<file path="config.mk">
export PLATFORM = sky130hd
export DESIGN_NAME = tlabp_ctrl
export DESIGN_NICKNAME = d
export VERILOG_FILES = /design/src/rtl/tlabp_pkg.sv /design/src/rtl/tlabp_ctrl.sv
export SDC_FILE = /design/constraint.sdc
export NUM_CORES = 1
export LEC_CHECK = 0
export ABC_AREA = 0
export BUFFER_PORTS_ARGS = -buffer_cell sky130_fd_sc_hd__buf_4
export CAP_MARGIN = 5
export CORE_MARGIN = 5
export CORE_UTILIZATION = 32
export DETAILED_ROUTE_END_ITERATION = 8
export GPL_TIMING_DRIVEN = 1
export SLEW_MARGIN = 10
export SYNTH_ARGS = -nofsm -noshare
export SYNTH_HDL_FRONTEND = slang
export SYNTH_SLANG_ARGS = --single-unit
</file>
<file path="constraint.sdc">
create_clock -name clock -period 4.5 [get_ports clock]
set_input_delay 0.9 -clock clock [delete_from_list [all_inputs] [get_ports clock]]
set_output_delay 0.9 -clock clock [all_outputs]
set_load 0.01 [all_outputs]
</file>
<file path="src/rtl/tlabp_pkg.sv">
// Shared types and constants of the two-level adaptive branch predictor.
// Used by the controller, the datapath and the top level; depends on nothing.
package tlabp_pkg;

   // Field widths fixed by the interface
   localparam int PC_FIELD_W = 64;
   localparam int CSR_IDX_W  = 2;
   localparam int CSR_DATA_W = 4;
   localparam int HB_W       = 4;
   localparam int HIB_W      = 3;
   localparam int PIB_W      = 3;
   localparam int ALIAS_W    = 2;

   // Parameter defaults
   localparam int HIST_INDEX_MAX_DEF = 6;
   localparam int PAT_INDEX_MAX_DEF  = 4;
   localparam int HIST_MAX_DEF       = 8;
   localparam int PC_WIDTH_DEF       = 64;

   // Register reset values
   localparam logic [HB_W-1:0]    HB_RESET    = 4'd8;
   localparam logic [HIB_W-1:0]   HIB_RESET   = 3'd0;
   localparam logic [PIB_W-1:0]   PIB_RESET   = 3'd0;
   localparam logic [ALIAS_W-1:0] ALIAS_RESET = 2'd0;

   // History aliasing in the global-global case
   localparam logic [ALIAS_W-1:0] ALIAS_XOR = 2'd1;
   localparam logic [ALIAS_W-1:0] ALIAS_AND = 2'd2;

   // Saturating counter limits
   localparam logic [1:0] CNT_MAX     = 2'd3;
   localparam logic [1:0] CNT_WEAK_NT = 2'd1;

   typedef enum logic [1:0] {
      OP_LOOKUP = 2'd0,
      OP_ALLOC  = 2'd1,
      OP_UPDATE = 2'd2,
      OP_FLUSH  = 2'd3
   } op_type;

   typedef enum logic [CSR_IDX_W-1:0] {
      CSR_HISTORY_BITS       = 2'd0,
      CSR_HISTORY_INDEX_BITS = 2'd1,
      CSR_PATTERN_INDEX_BITS = 2'd2,
      CSR_ALIAS_SELECT       = 2'd3
   } csr_index_type;

   // Controller to datapath
   typedef struct packed {
      logic load_item;
      logic sweep_clear;
      logic sweep_step;
      logic clear_all;
      logic alloc_write;
      logic row_clear;
      logic exec_update;
      logic out_load;
      logic out_lookup;
   } dp_cmd_type;

   // Datapath to controller
   typedef struct packed {
      logic pat_global;
      logic sweep_last;
      logic row_last;
   } dp_status_type;

endpackage

</file>
<file path="src/rtl/tlabp_ctrl.sv">
// Sequencing controller of the branch predictor: operation decode, table sweeps
// and the result handshake. Depends on tlabp_pkg.
module tlabp_ctrl import tlabp_pkg::*; (
   input  logic          clock,
   input  logic          reset,
   input  logic          req_valid,
   output logic          req_ready,
   input  logic [1:0]    req_op,
   output logic          rsp_valid,
   input  logic          rsp_ready,
   input  dp_status_type status,
   output dp_cmd_type    cmd
);

   typedef enum logic [8:0] {
      S_CLEAR  = 9'b000000001,
      S_IDLE   = 9'b000000010,
      S_HREAD  = 9'b000000100,
      S_CREAD  = 9'b000001000,
      S_EXEC   = 9'b000010000,
      S_ALLOC  = 9'b000100000,
      S_ROWCLR = 9'b001000000,
      S_FLUSH  = 9'b010000000,
      S_DONE   = 9'b100000000
   } state_type;

   state_type state_ff, state_in;
   op_type    op_ff;
   op_type    req_op_t;
   logic      rsp_valid_ff;
   logic      accept;
   logic      out_free;

   assign req_op_t  = op_type'(req_op);
   assign req_ready = (state_ff == S_IDLE);
   assign accept    = req_valid && req_ready;
   assign out_free  = !rsp_valid_ff || rsp_ready;
   assign rsp_valid = rsp_valid_ff;

   // Next state and datapath commands
   always_comb begin
      cmd      = '0;
      state_in = state_ff;
      unique case (state_ff)
         S_CLEAR: begin
            cmd.clear_all  = 1'b1;
            cmd.sweep_step = 1'b1;
            if (status.sweep_last) begin
               state_in = S_IDLE;
            end
         end
         S_IDLE: begin
            if (accept) begin
               cmd.load_item   = 1'b1;
               cmd.sweep_clear = 1'b1;
               unique case (req_op_t) inside
                  OP_LOOKUP, OP_UPDATE: state_in = S_HREAD;
                  OP_ALLOC:             state_in = S_ALLOC;
                  OP_FLUSH:             state_in = S_FLUSH;
                  default:              state_in = S_IDLE;
               endcase
            end
         end
         S_HREAD: state_in = S_CREAD;
         S_CREAD: state_in = S_EXEC;
         S_EXEC: begin
            if (out_free) begin
               cmd.out_load    = 1'b1;
               cmd.out_lookup  = (op_ff == OP_LOOKUP);
               cmd.exec_update = (op_ff == OP_UPDATE);
               state_in        = S_IDLE;
            end
         end
         S_ALLOC: begin
            cmd.alloc_write = 1'b1;
            state_in = status.pat_global ? S_DONE : S_ROWCLR;
         end
         S_ROWCLR: begin
            cmd.row_clear  = 1'b1;
            cmd.sweep_step = 1'b1;
            if (status.row_last) begin
               state_in = S_DONE;
            end
         end
         S_FLUSH: begin
            cmd.clear_all  = 1'b1;
            cmd.sweep_step = 1'b1;
            if (status.sweep_last) begin
               state_in = S_DONE;
            end
         end
         S_DONE: begin
            if (out_free) begin
               cmd.out_load = 1'b1;
               state_in     = S_IDLE;
            end
         end
         default: state_in = S_CLEAR;
      endcase
   end

   // Advance state; start every reset with a clearing pass
   always_ff @(posedge clock) begin
      if (reset) begin
         state_ff <= S_CLEAR;
         op_ff    <= OP_LOOKUP;
      end else begin
         state_ff <= state_in;
         if (accept) begin
            op_ff <= req_op_t;
         end
      end
   end

   // Hold the result beat until it is taken
   always_ff @(posedge clock) begin
      if (reset) begin
         rsp_valid_ff <= 1'b0;
      end else if (cmd.out_load) begin
         rsp_valid_ff <= 1'b1;
      end else if (rsp_ready) begin
         rsp_valid_ff <= 1'b0;
      end
   end

endmodule

</file>
Word-level counts from Yosys, hierarchy flattened
Cells that the tools add are included.
Cells by class
  multiply operators: 0
  reduce and logical (&&, ||, !) cells: 11
  $lt $le $gt $ge: 0
  equal/unequal tests: 18
  divide/modulo/power cells: 0
  $add $sub $neg: 0
  shift-type cells: 0
  bitwise operators: 0
  multiplexer cells: 21
Operators with widths (count)
  one-hot mux 9 bit (8 select lines): 1
  2-to-1 mux 9 bit: 6
  one-hot mux 8 bit (3 select lines): 1
  equality test 9 x 1 -> 1 bit (second input constant): 1
  equality test 9 x 2 -> 1 bit (second input constant): 1
  equality test 9 x 3 -> 1 bit (second input constant): 1
  equality test 9 x 4 -> 1 bit (second input constant): 1
  equality test 9 x 5 -> 1 bit (second input constant): 1
  equality test 9 x 6 -> 1 bit (second input constant): 1
  equality test 9 x 7 -> 1 bit (second input constant): 1
  equality test 9 x 8 -> 1 bit (second input constant): 1
  equality test 9 bit (second input constant): 1
  2-to-1 mux 1 bit: 9
  equality test 2 bit (second input constant): 3
  inequality test 2 bit (second input constant): 3
  OR reduction 2 bit: 3
  AND reduction 5 bit: 1
  logical NOT 2 bit: 2
  2-to-1 mux 2 bit: 2
  inequality test 2 x 1 -> 1 bit (second input constant): 2
  2-to-1 mux 3 bit: 1
  OR reduction 3 bit: 1
  equality test 2 x 1 -> 1 bit (second input constant): 1
  one-hot mux 1 bit (2 select lines): 1
  other kinds (4): 4
Word-level totals
  memory bits (writable): 0
  bits in latches: 0
  memories kept: 0
  memory bits (read-only): 0
  flip-flop bits (word level): 12
  input port bits: 9

Longest topological paths before layout
Gate-level depths: netlist of the first run.
  depth in word-level cells: 5
  depth in mapped cells: 6
  gate-level depth less buffers: 5

Worst setup path after synthesis of the first run
OpenSTA, ideal clock, no wires.
  path type: reg2out
  from: register state_ff[4]
  to: output port cmd[7] in the netlist's numbering
  arrival time: 1.706 ns
  cell stages (with the launch flop): 7
  slack: 1.894 ns
  data required time: 3.600 ns
  path buffers: 2
  path through: dfxtp_1 -> buf_6 -> or4b_4 -> nor4b_4 -> nand2_4 -> inv_1 -> buf_4
RTL lines
  start: declaration: line tlabp_ctrl.sv:27  | state_type state_ff, state_in;
  start signal: assignment: line tlabp_ctrl.sv:108  | state_ff <= state_in;
  end: declaration: line tlabp_ctrl.sv:12  | output dp_cmd_type cmd

==> flow_metrics.env, run 1 <==
export IMPL_status="complete, no violations"
export IMPL_maxCapViolations=0
export IMPL_dp_hpwl_um=1515
export IMPL_yosysTopAreaCell="dfxtp_1"
export IMPL_clock_sinks=12
export IMPL_critPathArrivalTime_ns=2.00
export IMPL_antenna_cells=0
export IMPL_synth_cell_types=38
export IMPL_area_growth_pct=20.25
export IMPL_placedCellCount=142
export IMPL_end_kind="primary output"
export IMPL_first_iter_violations=20
export IMPL_track_usage_pct=11.86
export IMPL_max_freq_ghz=0.3443
export IMPL_finalSetupTns_ns=0
export IMPL_ant_nets=0
export IMPL_postPlaceCellArea_um2=922.1
export IMPL_ys_seq_area_share_pct=30.14
export IMPL_ys_warnings_count=0
export IMPL_min_period_ns=2.904
export IMPL_fin_cells=146
export IMPL_root_buffer="clkbuf_4"
export IMPL_maxSlewViolCount=0
export IMPL_final_layout_size_suffix_gt1_share_pct=25.00
export IMPL_post_route_period_util_pct=64.54
export IMPL_worst_pin_slew_ns=0.6555
export IMPL_min_from="op_ff[0]"
export IMPL_grt_start_max_net_pins=11
export IMPL_vias=802
export IMPL_rsz0062_at_grt="no"
export IMPL_layout_commonest_cell="buf_4"
export IMPL_synthTopCellsByArea="dfxtp_1 30%, nor2_1 6.6%, nor4b_4 6.0%, nor3_1 4.4%, nand3_1 3.8%"
export IMPL_critPathSlowestCell="or4b_4"
export IMPL_ir_worst_vdd_v=0.0001281
export IMPL_grt_pass1_vias=754
export IMPL_finalHoldViolCount=0
export IMPL_dieArea_um2=3589
export IMPL_floorplan_initialDensity_pct=32.77
export IMPL_cts_tree="done"
export IMPL_worstSetupPathType="reg2out"
export IMPL_overflow=0
export IMPL_mostFrequentLayoutCells="19 x buf_4, 14 x nor2_1, 12 x dfxtp_1, 7 x nor3_1, 7 x nand2_1"
export IMPL_syn_instance_count=103
export IMPL_nets=126
export IMPL_die_h_um=59.91
export IMPL_grt_pass1_wl_um=3201
export IMPL_top_level_ports=20
export IMPL_crit_fanout=8
export IMPL_numPortBuffers=19
export IMPL_dr_pass1_iters=4
export IMPL_die_w_um=59.91
export IMPL_htree_levels=1
export IMPL_slew_headroom_pct=55.68
export IMPL_worst_setup_hold_path_clk_slew_ns=0.08
export IMPL_coreArea_um2=2432
export IMPL_rows=18
export IMPL_crit_required_ns=3.60
export IMPL_powerDensity_nw_per_um2=263.2
export IMPL_routedWlPerCell_um=13.26
export IMPL_power_uw=252.3
export IMPL_via_per_inst=5.493
export IMPL_crit_buf_inv=2
export IMPL_gp_congestion=0.8734
export IMPL_netlist_area_leader_share_pct=30.14
export IMPL_fillers=263
export IMPL_routed_wl_um=1936
export IMPL_fin_skew_ns=0.0007497
export IMPL_cp_cell_sequence="or4b_4, nor4b_4, nand2_4, inv_1, buf_4"
export IMPL_cts_made_buffers=3
export IMPL_start_kind="flip-flop"
export IMPL_crit_start="state_ff[1]"
export IMPL_utilization_pct=39.40
export IMPL_setup_violations=0
export IMPL_final_area_um2=958.4
export IMPL_ctsResizeCount=0
export IMPL_insertion_delay_ns=0.27
export IMPL_postCtsSetupBuffers=0
export IMPL_avgSynthCellArea_um2=7.738
export IMPL_ys_ff_latch=12
export IMPL_remaining_drc_errors=0
export IMPL_postCtsHoldBufs=0
export IMPL_synth_nets=112
export IMPL_clock_path_buffers=2
export IMPL_hp_class="reg2reg"
export IMPL_cpLargestDelayFamily="simple AND/OR/NAND/NOR gates"
export IMPL_reg2reg_from="state_ff[8]"
export IMPL_antenna_found_initial=0
export IMPL_max_stage_delay_ns=0.53
export IMPL_p_leak_nw=0.3897
export IMPL_syn_area_um2=797.0
-- cell usage after synthesis, drive strengths merged --
| cell type | number |
|---|---|
| o22ai | 1 |
| nor2 | 14 |
| nor3b | 1 |
| nand2b | 1 |
| o31ai | 1 |
| o21ai | 4 |
| xnor2 | 3 |
| nand2 | 8 |
| or2 | 1 |
| xor2 | 2 |
| o2111ai | 1 |
| o311ai | 1 |
| o32a | 1 |
| a41o | 1 |
| nor2b | 1 |
| nor4b | 4 |
| and3 | 1 |
| a41oi | 1 |
| a2bb2oi | 1 |
| or3 | 1 |
| inv | 6 |
| a31oi | 1 |
| nand4 | 2 |
| or4b | 1 |
| buf | 5 |
| nor4 | 3 |
| clkbuf | 5 |
| a31o | 1 |
| a21o | 1 |
| a21oi | 4 |
| nor3 | 7 |
| dfxtp | 12 |
| nand3 | 6 |
-- final timing paths --
| check | endpoint | slack, ns | cells after the start |
|---|---|---|---|
| max reg2reg | state_ff[8] | 2.60 | 5 |
| min | op_ff[0] | 0.46 | 2 |
| min reg2reg | op_ff[0] | 0.46 | 2 |
| max | cmd[7] | 1.60 | 5 |
-- metrics by stage --
step / worst slack, ns / hold WS (ns)
2_1_floorplan: 1.894 / 0.4320
3_3_place_gp: 1.913 / 0.4557
3_5_place_dp: 1.899 / 0.4514
4_1_cts: 1.585 / 0.4621
5_1_grt: 1.483 / 0.5138
6_report: 1.596 / 0.4594
-- cells by family after synthesis --
family                    share of synthesized area (%)
xor gates and xnor gates                          5.496
AOI/OAI and AO/OA                                 16.49
DFF                                               30.14
buffers and inverters                             9.733
and+or+nand+nor                                   38.15
-- final cells by class --
type	instances	area, µm²	share of cell area (%)
Clock buffer	4	36.28	3.786
Inverter	6	22.52	2.350
Multi-Input combinational cell	75	479.2	50.00
Sequential cell	12	240.2	25.07
Tap cell	30	37.54	3.916
Timing Repair Buffer	19	142.6	14.88
-- sequential cells by signal, summed over array words and instances (netlist names) --
signal,cells
op_ff,2
rsp_valid,1
state_ff,9
-- layer usage --
layer,share of wire [%],vias to the layer above,global-route usage (%)
li1,-,396,-
met1,40,380,13.52
met2,53,22,20.22
met3,4.4,4,1.728
met4,2.3,0,7.911
met5,0,-,0
-- worst reg2reg max path: cells and delay by family, from the launching register on --
kind / cells / cell delay [ns]
AND/OR/NAND/NOR: 3 / 0.82
flip-flops: 1 / 0.40
AO/OA/AOI/OAI: 2 / 0.58
-- report_power, final --
part / internal [mW] / total [mW] / switching, mW
Combinational: 0.0246 / 0.0498 / 0.0252
Clock: 0.0491 / 0.0876 / 0.0385
Sequential: 0.109 / 0.115 / 0.00603
Total: 0.182 / 0.252 / 0.0698
No activity file was read; power rests on OpenSTA's default activity.
==> run 2: changes to the inputs <==
--- a/config.mk
+++ b/config.mk
@@ -5,7 +5,7 @@
 export SDC_FILE = /design/constraint.sdc
 export NUM_CORES = 1
 export LEC_CHECK = 0
-export ABC_AREA = 0
+export ABC_AREA = 1
 export BUFFER_PORTS_ARGS = -buffer_cell sky130_fd_sc_hd__buf_4
 export CAP_MARGIN = 5
 export CORE_MARGIN = 5
==> constraint.sdc (replaced) <==
create_clock -name clock -period 2.71 [get_ports clock]
set_input_delay 0.542 -clock clock [delete_from_list [all_inputs] [get_ports clock]]
set_output_delay 0.542 -clock clock [all_outputs]
set_load 0.01 [all_outputs]
==> run 2 against run 1 <==
Compared with the run above:
- sequential cell count unchanged
- cell area up 12%
- synthesized cell count up 31%
- routed wire length up 6.5%
- die area up 8.1%
- cell count up 28%
- highest routed layer unchanged
- area after synthesis up 9.7%
- global-route usage down 0.71 points
- critical endpoint is now cmd[2]
==> flow_metrics.env, run 2 <==
export IMPL_clock_path_buffers=2
export IMPL_synth_most_common_cell="inv_1"
export IMPL_top_layer="met4"
export IMPL_routedWlPerCell_um=11.03
export IMPL_ys_flop_type="dfxtp_1"
export IMPL_layout_setup_ws_ns=0.6282
export IMPL_min_period_ns=2.082
export IMPL_clockPowerShare_pct=16.5
export IMPL_root_buffer="clkbuf_4"
export IMPL_worst_pin_slew_ns=0.3886
export IMPL_wl_met1_um=1021
export IMPL_grt_pass1_vias=790
export IMPL_synth_edf_count=0
export IMPL_maxCapViolations=0
export IMPL_final_layout_size_suffix_gt1_share_pct=33.33
export IMPL_netlist_area_leader_share_pct=27.47
export IMPL_avgSynthCellArea_um2=6.478
export IMPL_power_internal_uw=476.5
export IMPL_area_growth_pct=23.18
export IMPL_synth_nets=144
export IMPL_cts_made_buffers=3
export IMPL_dieArea_um2=3879
export IMPL_crit_fanout=5
export IMPL_rows=19
export IMPL_syn_area_um2=874.6
export IMPL_status="complete, no violations"
export IMPL_fin_cells=187
export IMPL_post_route_period_util_pct=76.82
export IMPL_htree_levels=1
export IMPL_rsz0062_at_grt="no"
export IMPL_numPortBuffers=19
export IMPL_powerDensity_nw_per_um2=824.1
export IMPL_reg2reg_to="state_ff[4]"
export IMPL_postCtsHoldBufs=0
export IMPL_largest_reg_flops=9
export IMPL_floorplan_initialDensity_pct=32.56
export IMPL_die_h_um=62.28
export IMPL_ant_nets=0
export IMPL_antenna_found_initial=0
export IMPL_layout_commonest_cell="inv_1"
export IMPL_postCtsSetupBuffers=0
export IMPL_worstSetupPathType="reg2out"
export IMPL_top_level_ports=20
export IMPL_placedCellCount=183
export IMPL_cts_tree="done"
export IMPL_insertion_delay_ns=0.28
export IMPL_p_leak_nw=0.6124
export IMPL_combPwrFrac_pct=57.2
export IMPL_routed_wl_um=2062
export IMPL_crit_start="state_ff[8]"
export IMPL_max_freq_ghz=0.4803
export IMPL_reg2regPathDepth=10
export IMPL_dr_pass1_iters=4
export IMPL_fillers=301
export IMPL_wl_met3_um=124
export IMPL_track_usage_pct=11.16
export IMPL_start_kind="flip-flop"
export IMPL_async_reset_ff_share_pct=0
export IMPL_setup_violations=0
export IMPL_synthTopCellsByArea="dfxtp_1 27%, inv_1 11%, nand2_1 9.0%, nand2_2 7.9%, nor2_1 7.3%"
export IMPL_ir_worst_vdd_v=0.0004389
export IMPL_crit_path_end="cmd[2]"
export IMPL_dr_wl_met2_um=844
export IMPL_yosysTopAreaCell="dfxtp_1"
export IMPL_syn_instance_count=135
export IMPL_mostFrequentLayoutCells="25 x inv_1, 21 x nand2_1, 19 x buf_4, 17 x nor2_1, 12 x dfxtp_1"
export IMPL_synth_cell_types=22
export IMPL_multi_input_area_um2=510.5
export IMPL_via_per_inst=4.513
export IMPL_finalHoldViolCount=0
export IMPL_dp_hpwl_um=1691
export IMPL_p_switching_uw=411.3
export IMPL_synthTopCellsByCount="25 x inv_1, 21 x nand2_1, 17 x nor2_1"
export IMPL_p_sw_share_pct=46.33
export IMPL_maxSlewViolCount=0
export IMPL_critPathArrivalTime_ns=1.54
export IMPL_grt_pass1_wl_um=3553
export IMPL_ctsResizeCount=0
export IMPL_slew_headroom_pct=73.82
export IMPL_reg2reg_from="state_ff[8]"
export IMPL_gp_congestion=0.8536
export IMPL_die_w_um=62.28
export IMPL_end_kind="primary output"
export IMPL_largest_register="state_ff"
export IMPL_ys_ff_latch=12
export IMPL_antenna_cells=0
export IMPL_fin_skew_ns=0.001605
export IMPL_ys_warnings_count=0
export IMPL_first_iter_violations=38
export IMPL_grt_start_max_net_pins=9
export IMPL_clock_sinks=12
export IMPL_ys_seq_area_share_pct=27.47
export IMPL_overflow=0
export IMPL_crit_required_ns=2.17
export IMPL_hp_class="in2reg"
export IMPL_finalSetupTns_ns=0
export IMPL_worst_setup_hold_path_clk_slew_ns=0.08
export IMPL_nets=166
export IMPL_dp_slack_ns=0.9130
export IMPL_r2r_setup_slack_ns=1.22
export IMPL_seqPwrFrac_pct=26.3
export IMPL_remaining_drc_errors=0
export IMPL_vias=844
export IMPL_coreArea_um2=2686
export IMPL_seqCellArea_um2=240.2
[run 2: cell types whose count changed after synthesis, moves of 4 or more]
cell	delta
inv_1	+19
nor3_1	-4
nand3_1	+5
inv_2	+4
nor2_2	+5
nand2_2	+11
clkbuf_1	-5
nand2_1	+14
[run 2: cells by family after synthesis]
kind of cell | after synthesis | synth area share (%)
AO/OA/AOI/OAI | 9 | 5.150
flip-flops | 12 | 27.47
buffers and inverters | 31 | 14.16
AND/OR/NAND/NOR | 83 | 53.22
[run 2: through the flow]
step           util [%]  instance area, µm²  hold WS [ns]  total power [mW]
3_3_place_gp      38.75                1041        0.4684            0.7379
4_1_cts           40.10                1077        0.4479            0.8976
3_5_place_dp      38.75                1041        0.4663            0.7464
6_report          40.10                1077        0.4616            0.8878
5_1_grt           40.10                1077        0.4452            0.9772
2_1_floorplan         -               874.6        0.4440            0.6075
[run 2: per-layer routing]
metal / vias to the layer above / GRT usage (%)
met4: 0 / 6.897
met2: 25 / 14.64
met3: 9 / 3.243
met1: 353 / 15.66
li1: 457 / -
met5: - / 0
[run 2: area by class of cell]
cell class	instances	share of cell area, %
inverter	29	10.10
sequential	12	22.30
clock buffer	4	3.368
tap	31	3.600
multi-input combinational	92	47.39
timing repair buffer	19	13.24
[run 2: worst min path at each step]
stage | startpoint | to | slack [ns] | cells past startpoint
4_1_cts | reset | state_ff[6] | 0.45 | 2
2_1_floorplan | op_ff[1] | op_ff[1] | 0.44 | 2
3_5_place_dp | op_ff[1] | op_ff[1] | 0.47 | 2
5_1_grt | reset | state_ff[6] | 0.45 | 2
3_3_place_gp | op_ff[1] | op_ff[1] | 0.47 | 2
6_report | reset | state_ff[6] | 0.46 | 2
[run 2: critical path: stages (launching register included)]
cell     delay [ns]
dfxtp_1        0.33
inv_1          0.19
nand2_2        0.14
nor2_8         0.15
nand2_4        0.08
nor4_1         0.19
buf_4          0.17
[run 2: power groups by stage]
stage | sequential, mW | clock [mW] | combinational (mW)
after floorplan | 0.234 | 0 | 0.374
after global placement | 0.237 | 0 | 0.501
after detailed placement | 0.238 | 0 | 0.508
after CTS | 0.234 | 0.153 | 0.511
after global routing | 0.238 | 0.163 | 0.576
final | 0.233 | 0.147 | 0.508
